## src/hw/rtl/u8d_pkg.sv

```systemverilog
package u8d_pkg;

  localparam int unsigned CpW = 21;

  // continuation bytes still expected, also used for the sequence length
  localparam logic [1:0] SEQ_IDLE  = 2'd0;
  localparam logic [1:0] SEQ_TWO   = 2'd1;
  localparam logic [1:0] SEQ_THREE = 2'd2;
  localparam logic [1:0] SEQ_FOUR  = 2'd3;

  localparam logic [CpW-1:0] MIN_TWO   = 21'h00080;
  localparam logic [CpW-1:0] MIN_THREE = 21'h00800;
  localparam logic [CpW-1:0] MIN_FOUR  = 21'h10000;
  localparam logic [CpW-1:0] CP_MAX    = 21'h10FFFF;
  localparam logic [CpW-1:0] SURR_LO   = 21'h0D800;
  localparam logic [CpW-1:0] SURR_HI   = 21'h0DFFF;

  typedef struct packed {
    logic [CpW-1:0] partial_value;
    logic [1:0]     bytes_left;
    logic [1:0]     sequence_length;
  } u8d_state_t;

  typedef struct packed {
    u8d_state_t     nxt;
    logic           emit;
    logic [CpW-1:0] codepoint;
  } u8d_step_t;

endpackage

```

## src/hw/rtl/u8d_step.sv

```systemverilog
module u8d_step (
  input  u8d_pkg::u8d_state_t st,
  input  logic [7:0]          data_byte,
  input  logic                end_of_text,
  output u8d_pkg::u8d_step_t  res
);
  import u8d_pkg::*;

  logic           is_cont;
  logic [CpW-1:0] acc;
  logic [1:0]     left_dec;
  logic [CpW-1:0] min_val;
  logic           acc_ok;

  assign is_cont  = (data_byte[7:6] == 2'b10);
  assign acc      = {st.partial_value[CpW-7:0], data_byte[5:0]};
  assign left_dec = st.bytes_left - 2'd1;

  always_comb begin
    unique case (st.sequence_length)
      SEQ_TWO:   min_val = MIN_TWO;
      SEQ_THREE: min_val = MIN_THREE;
      default:   min_val = MIN_FOUR;
    endcase
  end

  assign acc_ok = (acc >= min_val) && (acc <= CP_MAX) &&
                  !((acc >= SURR_LO) && (acc <= SURR_HI));

  always_comb begin
    res           = '0;
    res.codepoint = acc;
    if ((st.bytes_left != SEQ_IDLE) && is_cont) begin
      if (left_dec == SEQ_IDLE) begin
        // last continuation: emit only a valid scalar, then go idle
        res.emit = acc_ok;
      end else begin
        res.nxt.partial_value   = acc;
        res.nxt.bytes_left      = left_dec;
        res.nxt.sequence_length = st.sequence_length;
      end
    end else begin
      // idle, or a broken sequence restarting on this byte
      priority if (data_byte[7] == 1'b0) begin
        res.emit      = 1'b1;
        res.codepoint = {14'd0, data_byte[6:0]};
      end else if (data_byte[7:5] == 3'b110) begin
        res.nxt.partial_value   = {16'd0, data_byte[4:0]};
        res.nxt.bytes_left      = SEQ_TWO;
        res.nxt.sequence_length = SEQ_TWO;
      end else if (data_byte[7:4] == 4'b1110) begin
        res.nxt.partial_value   = {17'd0, data_byte[3:0]};
        res.nxt.bytes_left      = SEQ_THREE;
        res.nxt.sequence_length = SEQ_THREE;
      end else if (data_byte[7:3] == 5'b11110) begin
        res.nxt.partial_value   = {18'd0, data_byte[2:0]};
        res.nxt.bytes_left      = SEQ_FOUR;
        res.nxt.sequence_length = SEQ_FOUR;
      end else begin
        // stray continuation or invalid lead
        res.nxt = '0;
      end
    end
    if (end_of_text && (res.nxt.bytes_left != SEQ_IDLE)) begin
      res.nxt = '0;
    end
  end

endmodule

```

## src/hw/rtl/u8d_out_reg.sv

```systemverilog
module u8d_out_reg (
  input  logic                     clk,
  input  logic                     rst_n,
  input  logic                     load,
  input  logic                     emit,
  input  logic [u8d_pkg::CpW-1:0]  codepoint,
  output logic                     free,
  output logic                     out_valid,
  input  logic                     out_stall,
  output logic [u8d_pkg::CpW-1:0]  out_codepoint
);
  import u8d_pkg::*;

  logic           valid_r;
  logic           valid_nxt;
  logic [CpW-1:0] cp_r;

  assign free = !valid_r || !out_stall;

  always_comb begin
    valid_nxt = valid_r;
    if (free) begin
      valid_nxt = load && emit;
    end
  end

  always_ff @(posedge clk) begin
    if (!rst_n) begin
      valid_r <= 1'b0;
    end else begin
      valid_r <= valid_nxt;
    end
  end

  always_ff @(posedge clk) begin
    if (free && load && emit) begin
      cp_r <= codepoint;
    end
  end

  assign out_valid     = valid_r;
  assign out_codepoint = cp_r;

endmodule

```

## src/hw/rtl/utf8_stream_decoder.sv

```systemverilog
// utf8_stream_decoder: validating utf-8 decoder, one byte per word in,
// one unicode scalar value per word out
// input channel: in_valid / in_stall with in_data_byte and in_end_of_text;
//   set in_end_of_text on the last byte of a text so a truncated sequence
//   is dropped and the next byte starts clean
// output channel: out_valid / out_stall with out_codepoint (21 bits)
// malformed input (stray continuations, bad leads, overlong forms,
//   surrogates, values above 0x10ffff) produces no output word
// path: a byte taken into the input register is decoded from there into the
//   output register, which drives out_codepoint (two registers deep)
// throughput: one byte per clock while out_stall does not block the output;
//   the decode between the input and output registers is combinational
// stall: while out_stall holds a pending word, the byte in the input
//   register waits and in_stall goes high in the same cycle
// reset (rst_n low, synchronous): both registers empty, decoder idle
module utf8_stream_decoder (
  input  logic                    clk,
  input  logic                    rst_n,
  input  logic                    in_valid,
  output logic                    in_stall,
  input  logic [7:0]              in_data_byte,
  input  logic                    in_end_of_text,
  output logic                    out_valid,
  input  logic                    out_stall,
  output logic [u8d_pkg::CpW-1:0] out_codepoint
);
  import u8d_pkg::*;

  // input register
  logic       in_vld_r;
  logic       in_vld_nxt;
  logic [7:0] byte_r;
  logic       eot_r;

  // decoder state
  u8d_state_t st_r;
  u8d_state_t st_nxt;
  u8d_step_t  step;

  logic out_free;
  logic advance;
  logic in_load;

  // the byte in the input register moves on when the output side can take
  // whatever it produces
  assign advance  = in_vld_r && out_free;
  assign in_stall = in_vld_r && !out_free;
  assign in_load  = in_valid && !in_stall;

  always_comb begin
    in_vld_nxt = in_vld_r;
    if (advance) begin
      in_vld_nxt = 1'b0;
    end
    if (in_load) begin
      in_vld_nxt = 1'b1;
    end
  end

  always_ff @(posedge clk) begin
    if (!rst_n) begin
      in_vld_r <= 1'b0;
    end else begin
      in_vld_r <= in_vld_nxt;
    end
  end

  always_ff @(posedge clk) begin
    if (in_load) begin
      byte_r <= in_data_byte;
      eot_r  <= in_end_of_text;
    end
  end

  // combinational decode of one byte against the pending sequence
  u8d_step u_step (
    .st          (st_r),
    .data_byte   (byte_r),
    .end_of_text (eot_r),
    .res         (step)
  );

  assign st_nxt = advance ? step.nxt : st_r;

  always_ff @(posedge clk) begin
    if (!rst_n) begin
      st_r <= '0;
    end else begin
      st_r <= st_nxt;
    end
  end

  // result register
  u8d_out_reg u_out (
    .clk           (clk),
    .rst_n         (rst_n),
    .load          (advance),
    .emit          (step.emit),
    .codepoint     (step.codepoint),
    .free          (out_free),
    .out_valid     (out_valid),
    .out_stall     (out_stall),
    .out_codepoint (out_codepoint)
  );

`ifndef SYNTH
  a_left_le_len: assert property (@(posedge clk) disable iff (!rst_n)
    st_r.bytes_left <= st_r.sequence_length)
    else $error("pending count exceeds sequence length");

  a_len_when_busy: assert property (@(posedge clk) disable iff (!rst_n)
    (st_r.bytes_left != SEQ_IDLE) |-> (st_r.sequence_length != SEQ_IDLE))
    else $error("sequence pending without a length");

  a_scalar_out: assert property (@(posedge clk) disable iff (!rst_n)
    out_valid |-> ((out_codepoint <= CP_MAX) &&
                   !((out_codepoint >= SURR_LO) && (out_codepoint <= SURR_HI))))
    else $error("output word is not a unicode scalar value");

  a_stall_cause: assert property (@(posedge clk) disable iff (!rst_n)
    in_stall |-> (out_valid && out_stall && in_vld_r))
    else $error("input stalled without a blocked output");

  a_eot_idle: assert property (@(posedge clk) disable iff (!rst_n)
    (advance && eot_r) |=> (st_r.bytes_left == SEQ_IDLE))
    else $error("sequence still pending after end of text");
`endif

endmodule
```

## config.mk

```make
export PLATFORM = sky130hd
export DESIGN_NAME = utf8_stream_decoder
export DESIGN_NICKNAME = d
export VERILOG_FILES = /design/src/hw/rtl/u8d_pkg.sv /design/src/hw/rtl/u8d_step.sv /design/src/hw/rtl/u8d_out_reg.sv /design/src/hw/rtl/utf8_stream_decoder.sv
export SDC_FILE = /design/constraint.sdc
export NUM_CORES = 1
export LEC_CHECK = 0
export ABC_AREA = 1
export BUFFER_PORTS_ARGS = -buffer_cell sky130_fd_sc_hd__buf_4
export CAP_MARGIN = 25
export CORE_MARGIN = 8
export CORE_UTILIZATION = 35
export DETAILED_ROUTE_END_ITERATION = 7
export REMOVE_ABC_BUFFERS = 1
export SKIP_LAST_GASP = 1
export SYNTH_ARGS = -nofsm -noshare
export SYNTH_HDL_FRONTEND = slang
export SYNTH_HIERARCHICAL = 1
export SYNTH_SLANG_ARGS = --single-unit
```

## constraint.sdc

```tcl
create_clock -name clk -period 3.5 [get_ports clk]
set_input_delay 0.175 -clock clk [delete_from_list [all_inputs] [get_ports clk]]
set_output_delay 0.175 -clock clk [all_outputs]
set_load 0.01 [all_outputs]
```

# Word-level counts from Yosys, hierarchy flattened
# Index checks and enable logic that the tools add are counted.
# W data, S select, Z words.
word_totals:
  register_bits: 51
  ramBits: 0
  mem_count: 0
  mem_bits_ro: 0
  out_inout_bits: 23
  wordCells: 55
  latch_bits: 0
op_classes:
  div_mod_pow: 0
  n_addsub: 1
  multipliers: 0
  n_eq_ne: 7
  bitwise: 0
  n_mux: 13
  n_shift: 0
  n_reduce_logical: 22
  order_cmp: 4
ops:
  columns: ["cell", "count"]
  rows:
  - ["$mux W19", 3]
  - ["$pmux W17 S2", 1]
  - ["$mux W22", 1]
  - ["$ge A21 B16 Y1 const B", 1]
  - ["$ge A21 B17 Y1", 1]
  - ["$le A21 B16 Y1 const B", 1]
  - ["$le A21 B21 Y1 const B", 1]
  - ["$mux W21", 1]
  - ["$mux W20", 1]
  - ["$logic_and A1 B1 Y1", 11]
  - ["$mux W9", 1]
  - ["$mux W8", 1]
  - ["$mux W7", 1]
  - ["$reduce_bool A2 Y1", 3]
  - ["$eq A5 B5 Y1 const B", 1]
  - ["$logic_not A1 Y1", 5]
  - ["$eq A2 B2 Y1 const B", 2]
  - ["$eq A4 B4 Y1 const B", 1]
  - ["$eq A3 B3 Y1 const B", 1]
  - ["$mux W1", 3]
  - ["$ne A3 B3 Y1 const B", 1]
  - ["$eq A2 B1 Y1 const B", 1]
  - ["$logic_not A2 Y1", 1]
  - ["$reduce_and A2 Y1", 1]
  - ["2 further kinds", 2]

# Longest topological paths before layout
# Gate-level depths: netlist (run 1).
depth:
  ltp_word: 11
  mapped_depth: 14
  depth_no_buf: 14

# By module
# The synthesis (run 1) kept the hierarchy.
by_module_without_submodules:
  columns: ["mod", "cells_each", "n_inst", "seq_area_each_um2", "area_per_inst_um2"]
  rows:
  - ["utf8_stream_decoder", 176, 1, 790.8, 1365.1]
  - ["u8d_step", 182, 1, 0.0, 1024.7]
  - ["u8d_out_reg", 27, 1, 650.6, 678.2]

# Least setup slack after synthesis (run 1)
# OpenSTA, ideal clock, no wires.
synth_timing:
  kind: "flip-flop to flip-flop"
  from: "reg st_r[0] in the netlist's numbering"
  to: "reg u_out.cp_r[0] (netlist: u_out/out_codepoint[0]), enable pin"
  arrival_ps: 2580
  required_ps: 3094
  path_buffers: 0
  stages_incl_launch_ff: 15
  synth_period_minus_slack_ps: 2986
  slack_ps: 514
  cell_sequence: "dfxtp_1 -> inv_1 -> ha_1 -> inv_1 -> ha_1 -> inv_1 -> nor2_1 -> nand2_1 -> nor2_1 -> nand3_1 -> nand3_1 -> nand4_1 -> nand2_1 -> nand2_1 -> a21oi_1"
synth_rtl:
  columns: ["item", "line_no", "rtl"]
  rows:
  - ["from (decl)", "utf8_stream_decoder.sv:36", "u8d_state_t st_r;"]
  - ["from (signal assigned)", "utf8_stream_decoder.sv:89", "st_r <= st_nxt;"]
  - ["to (signal assigned)", "u8d_out_reg.sv:37", "cp_r <= codepoint;"]
  - ["to (decl)", "u8d_out_reg.sv:16", "logic [CpW-1:0] cp_r;"]

==> reports/results.ini, run 1 <==
[status]
outcome = finished, final reports clean

[synthesis]
avgSynthCellArea_um2 = 8.20
yosysWarningCount = 6
syn-cell-area_um2 = 2760
synth_cells = 337

[floorplan]
die_w_um = 105
die_h_um = 105
start_util = 0.360
dieArea_um2 = 11000
design.core.area_um2 = 7690
core.rowCount = 32
num_io_pins = 36

[route]
dr.pass1.iters = 4
vias = 2055
wl_mm = 5.49
drcViolationCount = 0
routedWlPerCell_um = 11.9
viasPerCell = 4.45
ant_nets = 0
drt_iter0_drc = 127

[setup_path]
cp_common_cell = nand2_1
r2r-end = u_out/out_codepoint[19]$_DFFE_PP_
slowest_delay_ns = 0.42
crit_slowest_cell = a21oi_2
cp.arrival_ns = 2.78
setup.worst_path.start_class = flip-flop
crit-reg2reg-launch = st_r[0]$_SDFFE_PN0P_
end_kind = flip-flop
critPathKind = reg -> reg
crit_required_ns = 3.51
critPathMaxFanout = 14
r2r_slack_ns = 0.73
rr_worst_depth = 13
worst-path-buf-inv = 3
crit_chain = inv_1 -> ha_1 -> inv_1 -> ha_1 -> nand2_1 -> nor3_1 -> nand2_1 -> nand3_1 -> nand4_1 -> nand2_1 -> nand2_1 -> a21oi_2 -> buf_4
cp_top_family = simple AND/OR/NAND/NOR gates

[power]
power_leakage_nw = 1.50
powerDensity_nw_per_um2 = 415
vdd_drop_max_mv = 0.163

[timing]
max_slew_margin = 0.320
setup_viol = 0
worst_slew_pin_slew_ns = 1.02
fin_setup_tns_ns = 0
final.setup_skew_ns = 0.00624
whs_ns = 0.0390
max_freq_mhz = 361
layout_min_cycle_time_ns = 2.77
rsz0062_at_grt = no
hold_viol_final = 0
drv_slew = 0
period_share = 0.791

[global_routing]
track_usage = 0.104
grt_pass1_vias = 2002
antenna_found_initial = 0
gr-total-overflow = 0
grt_pass1_wl_mm = 9.36
grt_max_degree = 40

[placed_design]
gp_congestion = 0.842
place_hpwl_mm = 3.80
port_buffers = 35

[clock_tree]
cts_tree = done
cts_inserted_buffers = 5
clockRootBuffer = clkbuf_8
clock_path_buffers = 2
ctsResizeCount = 0
clkSinkCount = 51
path_clk_slew_ns = 0.09
insertion_delay_ns = 0.31
post_cts_buffers = 0
h-tree-depth = 2
cts_hold_buf = 0

[layout]
n_antenna_cell = 0
drive_gt1_frac = 0.217
nNetsFinal = 379
areaGrowthSynthToFinish_pct = 11.9

[hold_path]
hold_path.class = in -> reg
hold_depth = 1
min_to = byte_r[2]$_DFFE_PP_
min_from = in_data_byte[2]

[flow_run]
cap_viol_max_count = 0

-- per-stage QoR --
| step | setup WS [ns] | utilization | total power, W | std cells | area [µm²] |
|---|---|---|---|---|---|
| 5_1_grt | 0.559 | 0.402 | 0.00135 | 462 | 3090 |
| 2_1_floorplan | 0.504 | - | 0.000823 | 315 | 2570 |
| 4_1_cts | 0.753 | 0.402 | 0.00130 | 462 | 3090 |
| 6_report | 0.730 | 0.402 | 0.00128 | 462 | 3090 |
| 3_3_place_gp | 0.850 | 0.388 | 0.000882 | 454 | 2980 |
| 3_5_place_dp | 0.762 | 0.388 | 0.000885 | 454 | 2980 |
-- metal layers --
metal	vias up	part of all wire	GRT usage
li1	1055	-	-
met1	956	0.48	0.123
met2	37	0.47	0.177
met3	7	0.038	0.0246
met4	0	0.015	0.0398
met5	-	0	0
-- cell usage in the layout (no fill, tap or decap) --
cell type  instances
edfxtp_1          30
nor3_4             1
a21oi_1            6
nand3_1            4
inv_1             59
nand2_1           85
clkinv_2           1
a211oi_4           1
nand3_2            1
nand2_2            4
a21oi_2           17
nor2_2             2
clkbuf_8           5
nor2_1            60
o21ai_2            1
clkinv_4           1
ha_1               7
nand4_1            2
bufinv_16          1
buf_4             37
o21ai_0            5
nor2_8             1
inv_2              2
a21boi_0           1
inv_4              2
nor3_1             1
nand2_4            1
nand3b_1           1
dfxtp_1           21
-- layout make-up --
| cell class | instances | area [µm²] |
|---|---|---|
| well taps | 102 | 128 |
| clock inverters | 3 | 43.8 |
| flip-flops and latches | 51 | 1320 |
| multi-input cells | 201 | 1010 |
| clock buffers | 5 | 68.8 |
| repair buffers | 37 | 278 |
| inverters | 63 | 241 |
| fillers | 820 | 4590 |
-- where the power goes --
part	switching (W)	internal, W
Clock	0.000200	0.000213
Sequential	0.0000323	0.000665
Combinational	0.000109	0.0000654
-- how the worst max path moves through the flow --
| stage | start | to | slack (ns) | depth (start not counted) |
|---|---|---|---|---|
| after floorplan | st_r[0]$_SDFFE_PN0P_ | u_out/out_codepoint[0]$_DFFE_PP_ | 0.50 | 14 |
| after global placement | st_r[0]$_SDFFE_PN0P_ | u_out/out_codepoint[19]$_DFFE_PP_ | 0.85 | 15 |
| after detailed placement | st_r[0]$_SDFFE_PN0P_ | u_out/out_codepoint[19]$_DFFE_PP_ | 0.76 | 15 |
| after CTS | st_r[0]$_SDFFE_PN0P_ | u_out/out_codepoint[18]$_DFFE_PP_ | 0.75 | 15 |
| after global routing | st_r[0]$_SDFFE_PN0P_ | u_out/out_codepoint[20]$_DFFE_PP_ | 0.56 | 15 |
| final | st_r[0]$_SDFFE_PN0P_ | u_out/out_codepoint[19]$_DFFE_PP_ | 0.73 | 13 |
-- sequential cells by signal, summed over array words and instances (netlist names) --
signal,count
st_r,19
u_out/out_codepoint,21
in_vld_r,1
byte_r,8
u_out/out_valid,1
eot_r,1
Power figures use the tool's default switching activity.
==> run 2: changes to the inputs <==
==> constraint.sdc (replaced) <==
create_clock -name clk -period 2.5 [get_ports clk]
set_input_delay 0.125 -clock clk [delete_from_list [all_inputs] [get_ports clk]]
set_output_delay 0.125 -clock clk [all_outputs]
set_load 0.01 [all_outputs]
==> run 2 against run 1 <==
Sequential share of layout area shrank 2.6 points. Flip-flop and latch count is the same. Die area is the same. Total power grew 43%. Final cell count grew 3.2%. Count of clock-buffer cells in the layout grew 1. Core utilization grew 2.7 points. Clock skew grew 0.0058 ns. Maximum frequency grew 15%. Via count grew 1.2%. Critical path type unchanged.
==> reports/results.ini, run 2 (synthesis gave the netlist of run 1 again) <==
[route]
viasPerCell = 4.36  ; -2.0%
ant_nets = 0  ; unchanged
routedWlPerCell_um = 12.1  ; +1.5%
drcViolationCount = 0  ; unchanged
dr.pass1.iters = 4  ; unchanged
wl_mm = 5.75  ; +4.8%
vias = 2080  ; +1.2%
drt_iter0_drc = 182  ; +43%

[timing]
max_slew_margin = 0.487  ; +0.167
setup_viol = 0  ; unchanged
layout_setup_ws_ns = 0.100  ; -0.630 ns
final.setup_skew_ns = 0.0120  ; +0.00577 ns
hold_viol_final = 0  ; unchanged
fin_setup_tns_ns = 0  ; unchanged
layout_min_cycle_time_ns = 2.40  ; -0.370 ns
drv_slew = 0  ; unchanged
worst_slew_pin_slew_ns = 0.766  ; -0.254 ns
period_share = 0.960  ; +0.169
max_freq_mhz = 417  ; +15%

[layout]
layout_commonest_cell = nand2_1
drive_gt1_frac = 0.245  ; +0.0287
largest_reg_flops = 21  ; unchanged
nNetsFinal = 394  ; +4.0%
n_antenna_cell = 0  ; unchanged
areaGrowthSynthToFinish_pct = 19.4
largest_register = u_out/out_codepoint
final_cell_mix = nand2_1 (84), nor2_1 (59), inv_1 (56), buf_4 (40), edfxtp_1 (30)
top_regs = u_out/out_codepoint: 21 flops, st_r: 19 flops, byte_r: 8 flops
final_cells = 477  ; +3.2%
final_area_um2 = 3300  ; +6.7%

[global_routing]
grt_max_degree = 39  ; -2.5%
gr-total-overflow = 0  ; unchanged
track_usage = 0.106  ; +0.00209
grt_pass1_wl_mm = 9.76  ; +4.2%
antenna_found_initial = 0  ; unchanged
grt_pass1_vias = 2091  ; +4.4%

[placed_design]
gp_congestion = 0.828  ; -1.6%
post-place-cells = 456  ; +0.44%
port_buffers = 35  ; unchanged
place_hpwl_mm = 3.71  ; -2.3%
place_ws_ns = 0.170  ; -0.592 ns
placed_cell_area_um2 = 3010  ; +0.92%

[clock_tree]
insertion_delay_ns = 0.31  ; about the same
clockRootBuffer = clkbuf_8
clock_path_buffers = 2  ; unchanged
h-tree-depth = 2  ; unchanged
path_clk_slew_ns = 0.10  ; about the same
clkSinkCount = 51  ; unchanged
cts_tree = done
cts_inserted_buffers = 5  ; unchanged

[setup_path]
critPathKind = reg -> reg
crit_required_ns = 2.54  ; -0.97 ns
critPathMaxFanout = 5  ; -9
end_kind = flip-flop
rr_worst_depth = 15  ; +2
cp.arrival_ns = 2.44  ; -0.34 ns
setup.worst_path.start_class = flip-flop

[hold_path]
hold_depth = 3  ; +2
hold_path.class = in -> reg

[power]
power_leakage_nw = 1.57  ; +4.4%
powerDensity_nw_per_um2 = 556  ; +34%
vdd_drop_max_mv = 0.258  ; +58%

[floorplan]
die_h_um = 105  ; unchanged
num_io_pins = 36  ; unchanged
design.core.area_um2 = 7690  ; unchanged
core.rowCount = 32  ; unchanged
start_util = 0.360  ; unchanged
die_w_um = 105  ; unchanged
dieArea_um2 = 11000  ; unchanged

[status]
outcome = finished, final reports clean

[flow_run]
cap_viol_max_count = 0  ; unchanged

==> run 2: report_power, final <==
group / leakage [nW] / total, W / internal (W) / switching (W)
registers: 0.460 / 0.000970 / 0.000931 / 0.0000388
logic: 1.06 / 0.000286 / 0.000116 / 0.000170
clock network: 0.0514 / 0.000577 / 0.000299 / 0.000278
==> run 2: path summary, 6_finish.rpt <==
check,start,endpoint,slack (ns)
max,st_r[0]$_SDFFE_PN0P_,u_out/out_codepoint[18]$_DFFE_PP_,0.10
min,in_valid,in_vld_r$_SDFFE_PN0P_,0.1
max reg2reg,st_r[0]$_SDFFE_PN0P_,u_out/out_codepoint[18]$_DFFE_PP_,0.10
min reg2reg,byte_r[2]$_DFFE_PP_,u_out/out_codepoint[2]$_DFFE_PP_,0.49
==> run 2: critical path: stages, from the launching register on <==
cell and delay (ns):
dfxtp_2 0.36, inv_2 0.05, ha_4 0.26, inv_2 0.04, ha_4 0.26, inv_2 0.04, nor2_2 0.11, nand2_1 0.07
nor2_1 0.10, nand3_1 0.06, nand3_1 0.07, nand4_1 0.08, nand2_1 0.08, nand2_2 0.08, a21oi_4 0.26, clkbuf_16 0.22
==> run 2: area by class of cell <==
| cell class | count | area, µm² |
|---|---|---|
| multi-input cells | 201 | 1050 |
| repair buffers | 52 | 447 |
| well taps | 102 | 128 |
| flip-flops and latches | 51 | 1320 |
| fillers | 793 | 4390 |
| inverters | 63 | 241 |
| clock buffers | 6 | 72.6 |
| clock inverters | 2 | 37.5 |
==> run 2: metal layers <==
layer	up-vias	wire, µm	GRT usage
met3	4	225	0.0264
met1	965	2640	0.126
li1	1081	-	-
met5	-	0	0
met4	0	59	0.0357
met2	30	2830	0.181
==> run 2: timing repair <==
item | 4_1_cts | 5_1_grt
hold buffers | 9 | 0
gates resized for setup | 0 | 10
endpoints found under the setup margin | 0 | 21
buffers inserted | 0 | 2
hold endpoints to repair | 9 | 0
==> run 2: metrics by stage <==
step | hold slack, ns | total power, W | utilization
floorplan | 0.224 | 0.00115 | -
global placement | 0.304 | 0.00124 | 0.391
detailed placement | 0.304 | 0.00124 | 0.391
CTS | 0.0908 | 0.00183 | 0.417
global route | 0.140 | 0.00192 | 0.429
finish | 0.0957 | 0.00183 | 0.429
==> run 3: changes to the inputs <==
--- a/config.mk
+++ b/config.mk
@@ -5,9 +5,10 @@
 export SDC_FILE = /design/constraint.sdc
 export NUM_CORES = 1
 export LEC_CHECK = 0
-export ABC_AREA = 1
+export ABC_AREA = 0
+export ABC_CLOCK_PERIOD_IN_PS = 2500
 export BUFFER_PORTS_ARGS = -buffer_cell sky130_fd_sc_hd__buf_4
-export CAP_MARGIN = 25
+export CAP_MARGIN = 20
 export CORE_MARGIN = 8
 export CORE_UTILIZATION = 35
 export DETAILED_ROUTE_END_ITERATION = 7
==> run 3 against run 2 <==
Setup slack improved by 0.059 ns. Worst hold slack got worse by 0.051 ns. Non-clock buffer count up 2. Combinational power fell by 53%. First-iteration DRC count decreased by 32%. Synthesized cell count decreased by 26%. Sequential power shrank 4.5%. Count of clock-buffer cells in the layout unchanged. Flip-flop and latch count is the same. Total power is 17% lower. Die area is 7.9% lower. Critical path type unchanged.
==> reports/results.ini, run 3 <==
[layout]
final_area_um2 = 2980  ; -9.7%
n_antenna_cell = 0  ; unchanged
final_cell_mix = buf_4 (44), nand2_1 (39), edfxtp_1 (30), dfxtp_1 (21)
largest_register = u_out/out_codepoint
final_cells = 379  ; -21%
nNetsFinal = 299  ; -24%
fill_cells = 701  ; -12%
top_regs = u_out/out_codepoint: 21 flops, st_r: 19 flops, byte_r: 8 flops
drive_gt1_frac = 0.268  ; +0.0225
layout_commonest_cell = buf_4
largest_reg_flops = 21  ; unchanged
areaGrowthSynthToFinish_pct = 18.9

[floorplan]
dieArea_um2 = 10100  ; -7.9%
die_h_um = 101  ; -4.0%
die_w_um = 101  ; -4.0%
num_io_pins = 36  ; unchanged
core.rowCount = 31  ; -3.1%
start_util = 0.353  ; -0.00646
design.core.area_um2 = 7100  ; -7.7%

[timing]
layout_min_cycle_time_ns = 2.34  ; -0.0591 ns
worst_slew_pin_slew_ns = 0.643  ; -0.124 ns
period_share = 0.936  ; -0.0236
final.setup_skew_ns = 0.00598  ; -0.00604 ns
hold_viol_final = 0  ; unchanged
layout_setup_ws_ns = 0.159  ; +0.0591 ns
rsz0062_at_grt = no
max_slew_margin = 0.572  ; +0.0845
drv_slew = 0  ; unchanged
fin_setup_tns_ns = 0  ; unchanged
max_freq_mhz = 427  ; +2.5%
setup_viol = 0  ; unchanged

[setup_path]
setup.worst_path.end = u_out/out_codepoint[5]$_DFFE_PP_
r2r-end = u_out/out_codepoint[5]$_DFFE_PP_
rr_worst_depth = 11  ; -4
crit-reg2reg-launch = st_r[0]$_SDFFE_PN0P_
critPathLaunch = st_r[0]$_SDFFE_PN0P_
critPathMaxFanout = 21  ; +16
cp.arrival_ns = 2.41  ; -0.03 ns
crit_required_ns = 2.57  ; +0.03 ns
critPathKind = reg -> reg
setup.worst_path.start_class = flip-flop
end_kind = flip-flop
r2r_slack_ns = 0.16  ; +0.06 ns

[power]
powerDensity_nw_per_um2 = 513  ; -7.7%
p_comb_frac = 0.087  ; -0.069
clockPowerShare = 0.307  ; -0.008
vdd_drop_max_mv = 0.198  ; -23%
sequentialPowerShare = 0.606  ; +0.077
finalPower_w = 0.00153  ; -17%
swShare = 0.240  ; -0.0261
power_leakage_nw = 1.08  ; -31%
p_sw_w = 0.000366  ; -25%
p_int_w = 0.00116  ; -14%

[clock_tree]
clock_path_buffers = 2  ; unchanged
cts_tree = done
clkSinkCount = 51  ; unchanged
path_clk_slew_ns = 0.09  ; about the same
clockRootBuffer = clkbuf_8
h-tree-depth = 2  ; unchanged
insertion_delay_ns = 0.31  ; about the same
post_cts_buffers = 0  ; unchanged
cts_inserted_buffers = 5  ; unchanged

[route]
drcViolationCount = 0  ; unchanged
wl_mm = 5.45  ; -5.3%
viasPerCell = 4.88  ; +12%
routedWlPerCell_um = 14.4  ; +19%
ant_nets = 0  ; unchanged
vias = 1850  ; -11%
drt_iter0_drc = 123  ; -32%
dr.pass1.iters = 4  ; unchanged

[placed_design]
placed_cell_area_um2 = 2800  ; -6.8%
post-place-cells = 362  ; -21%
gp_congestion = 0.858  ; +3.6%
place_hpwl_mm = 3.73  ; +0.44%
port_buffers = 35  ; unchanged
place_ws_ns = 0.200  ; +0.0300 ns

[global_routing]
grt_pass1_vias = 1888  ; -9.7%
antenna_found_initial = 0  ; unchanged
gr-total-overflow = 0  ; unchanged
track_usage = 0.114  ; +0.00858
grt_max_degree = 41  ; +5.1%
grt_pass1_wl_mm = 9.25  ; -5.2%

[status]
outcome = finished, final reports clean

[hold_path]
hold_path.class = in -> reg

[synthesis]
yosysWarningCount = 6  ; unchanged
synth_cells = 249  ; -26%
syn-cell-area_um2 = 2510  ; -9.3%
avgSynthCellArea_um2 = 10.1  ; +23%

[flow_run]
cap_viol_max_count = 0  ; unchanged

## run 3: worst min path at each step
stage                               start                     to  slack, ns  cells after the start
after global routing             in_valid  in_vld_r$_SDFFE_PN0P_       0.05                      2
after global placement    in_data_byte[3]    byte_r[3]$_DFFE_PP_       0.30                      1
after floorplan           in_data_byte[0]    byte_r[0]$_DFFE_PP_       0.22                      0
final                            in_valid  in_vld_r$_SDFFE_PN0P_       0.04                      2
after detailed placement  in_data_byte[3]    byte_r[3]$_DFFE_PP_       0.30                      1
after CTS                        in_valid  in_vld_r$_SDFFE_PN0P_       0.05                      2
## run 3: worst max-delay path, stage by stage, from the launching register on
cell and delay (ns):
dfxtp_1 0.38, inv_1 0.06, ha_1 0.27, inv_1 0.04, ha_1 0.17, nor2_1 0.09, nand3_1 0.10, a2111oi_1 0.51
a21oi_2 0.13, nand2_1 0.13, a21oi_2 0.06, buf_12 0.17
## run 3: power by group through the flow
stage | sequential, W | clock [W] | combinational [W]
global route | 0.000930 | 0.000518 | 0.000146
finish | 0.000926 | 0.000469 | 0.000133
global placement | 0.000945 | 0 | 0.000120
floorplan | 0.000951 | 0 | 0.0000450
CTS | 0.000926 | 0.000483 | 0.000134
detailed placement | 0.000946 | 0 | 0.000122
## run 3: timing repair
item / CTS / global route
endpoints found under the hold margin: 9 / 0
hold buffers: 9 / 0
endpoints found under the setup margin: 0 / 21
resized for setup: 0 / 2
## run 3: stage by stage
step | util | hold WS (ns)
2_1_floorplan | - | 0.224
3_3_place_gp | 0.395 | 0.303
3_5_place_dp | 0.395 | 0.305
4_1_cts | 0.420 | 0.0465
5_1_grt | 0.420 | 0.0503
6_report | 0.420 | 0.0444
## run 3: area by class of cell
cell class                      instances  area, µm²  share of cell area
Multi-Input combinational cell        157        971               0.326
Tap cell                               99        124              0.0416
Clock buffer                            6       72.6              0.0244
Clock inverter                          2       12.5             0.00420
Inverter                               10       37.5              0.0126
Timing Repair Buffer                   54        440               0.148
Sequential cell                        51       1320               0.444
## run 3: routing by layer
metal  share of wire  up-vias  track usage
met5               0        -            0
met4           0.016        0       0.0453
met3           0.035        6       0.0242
met2            0.47       27        0.186
met1            0.48      882        0.143
li1                -      935            -
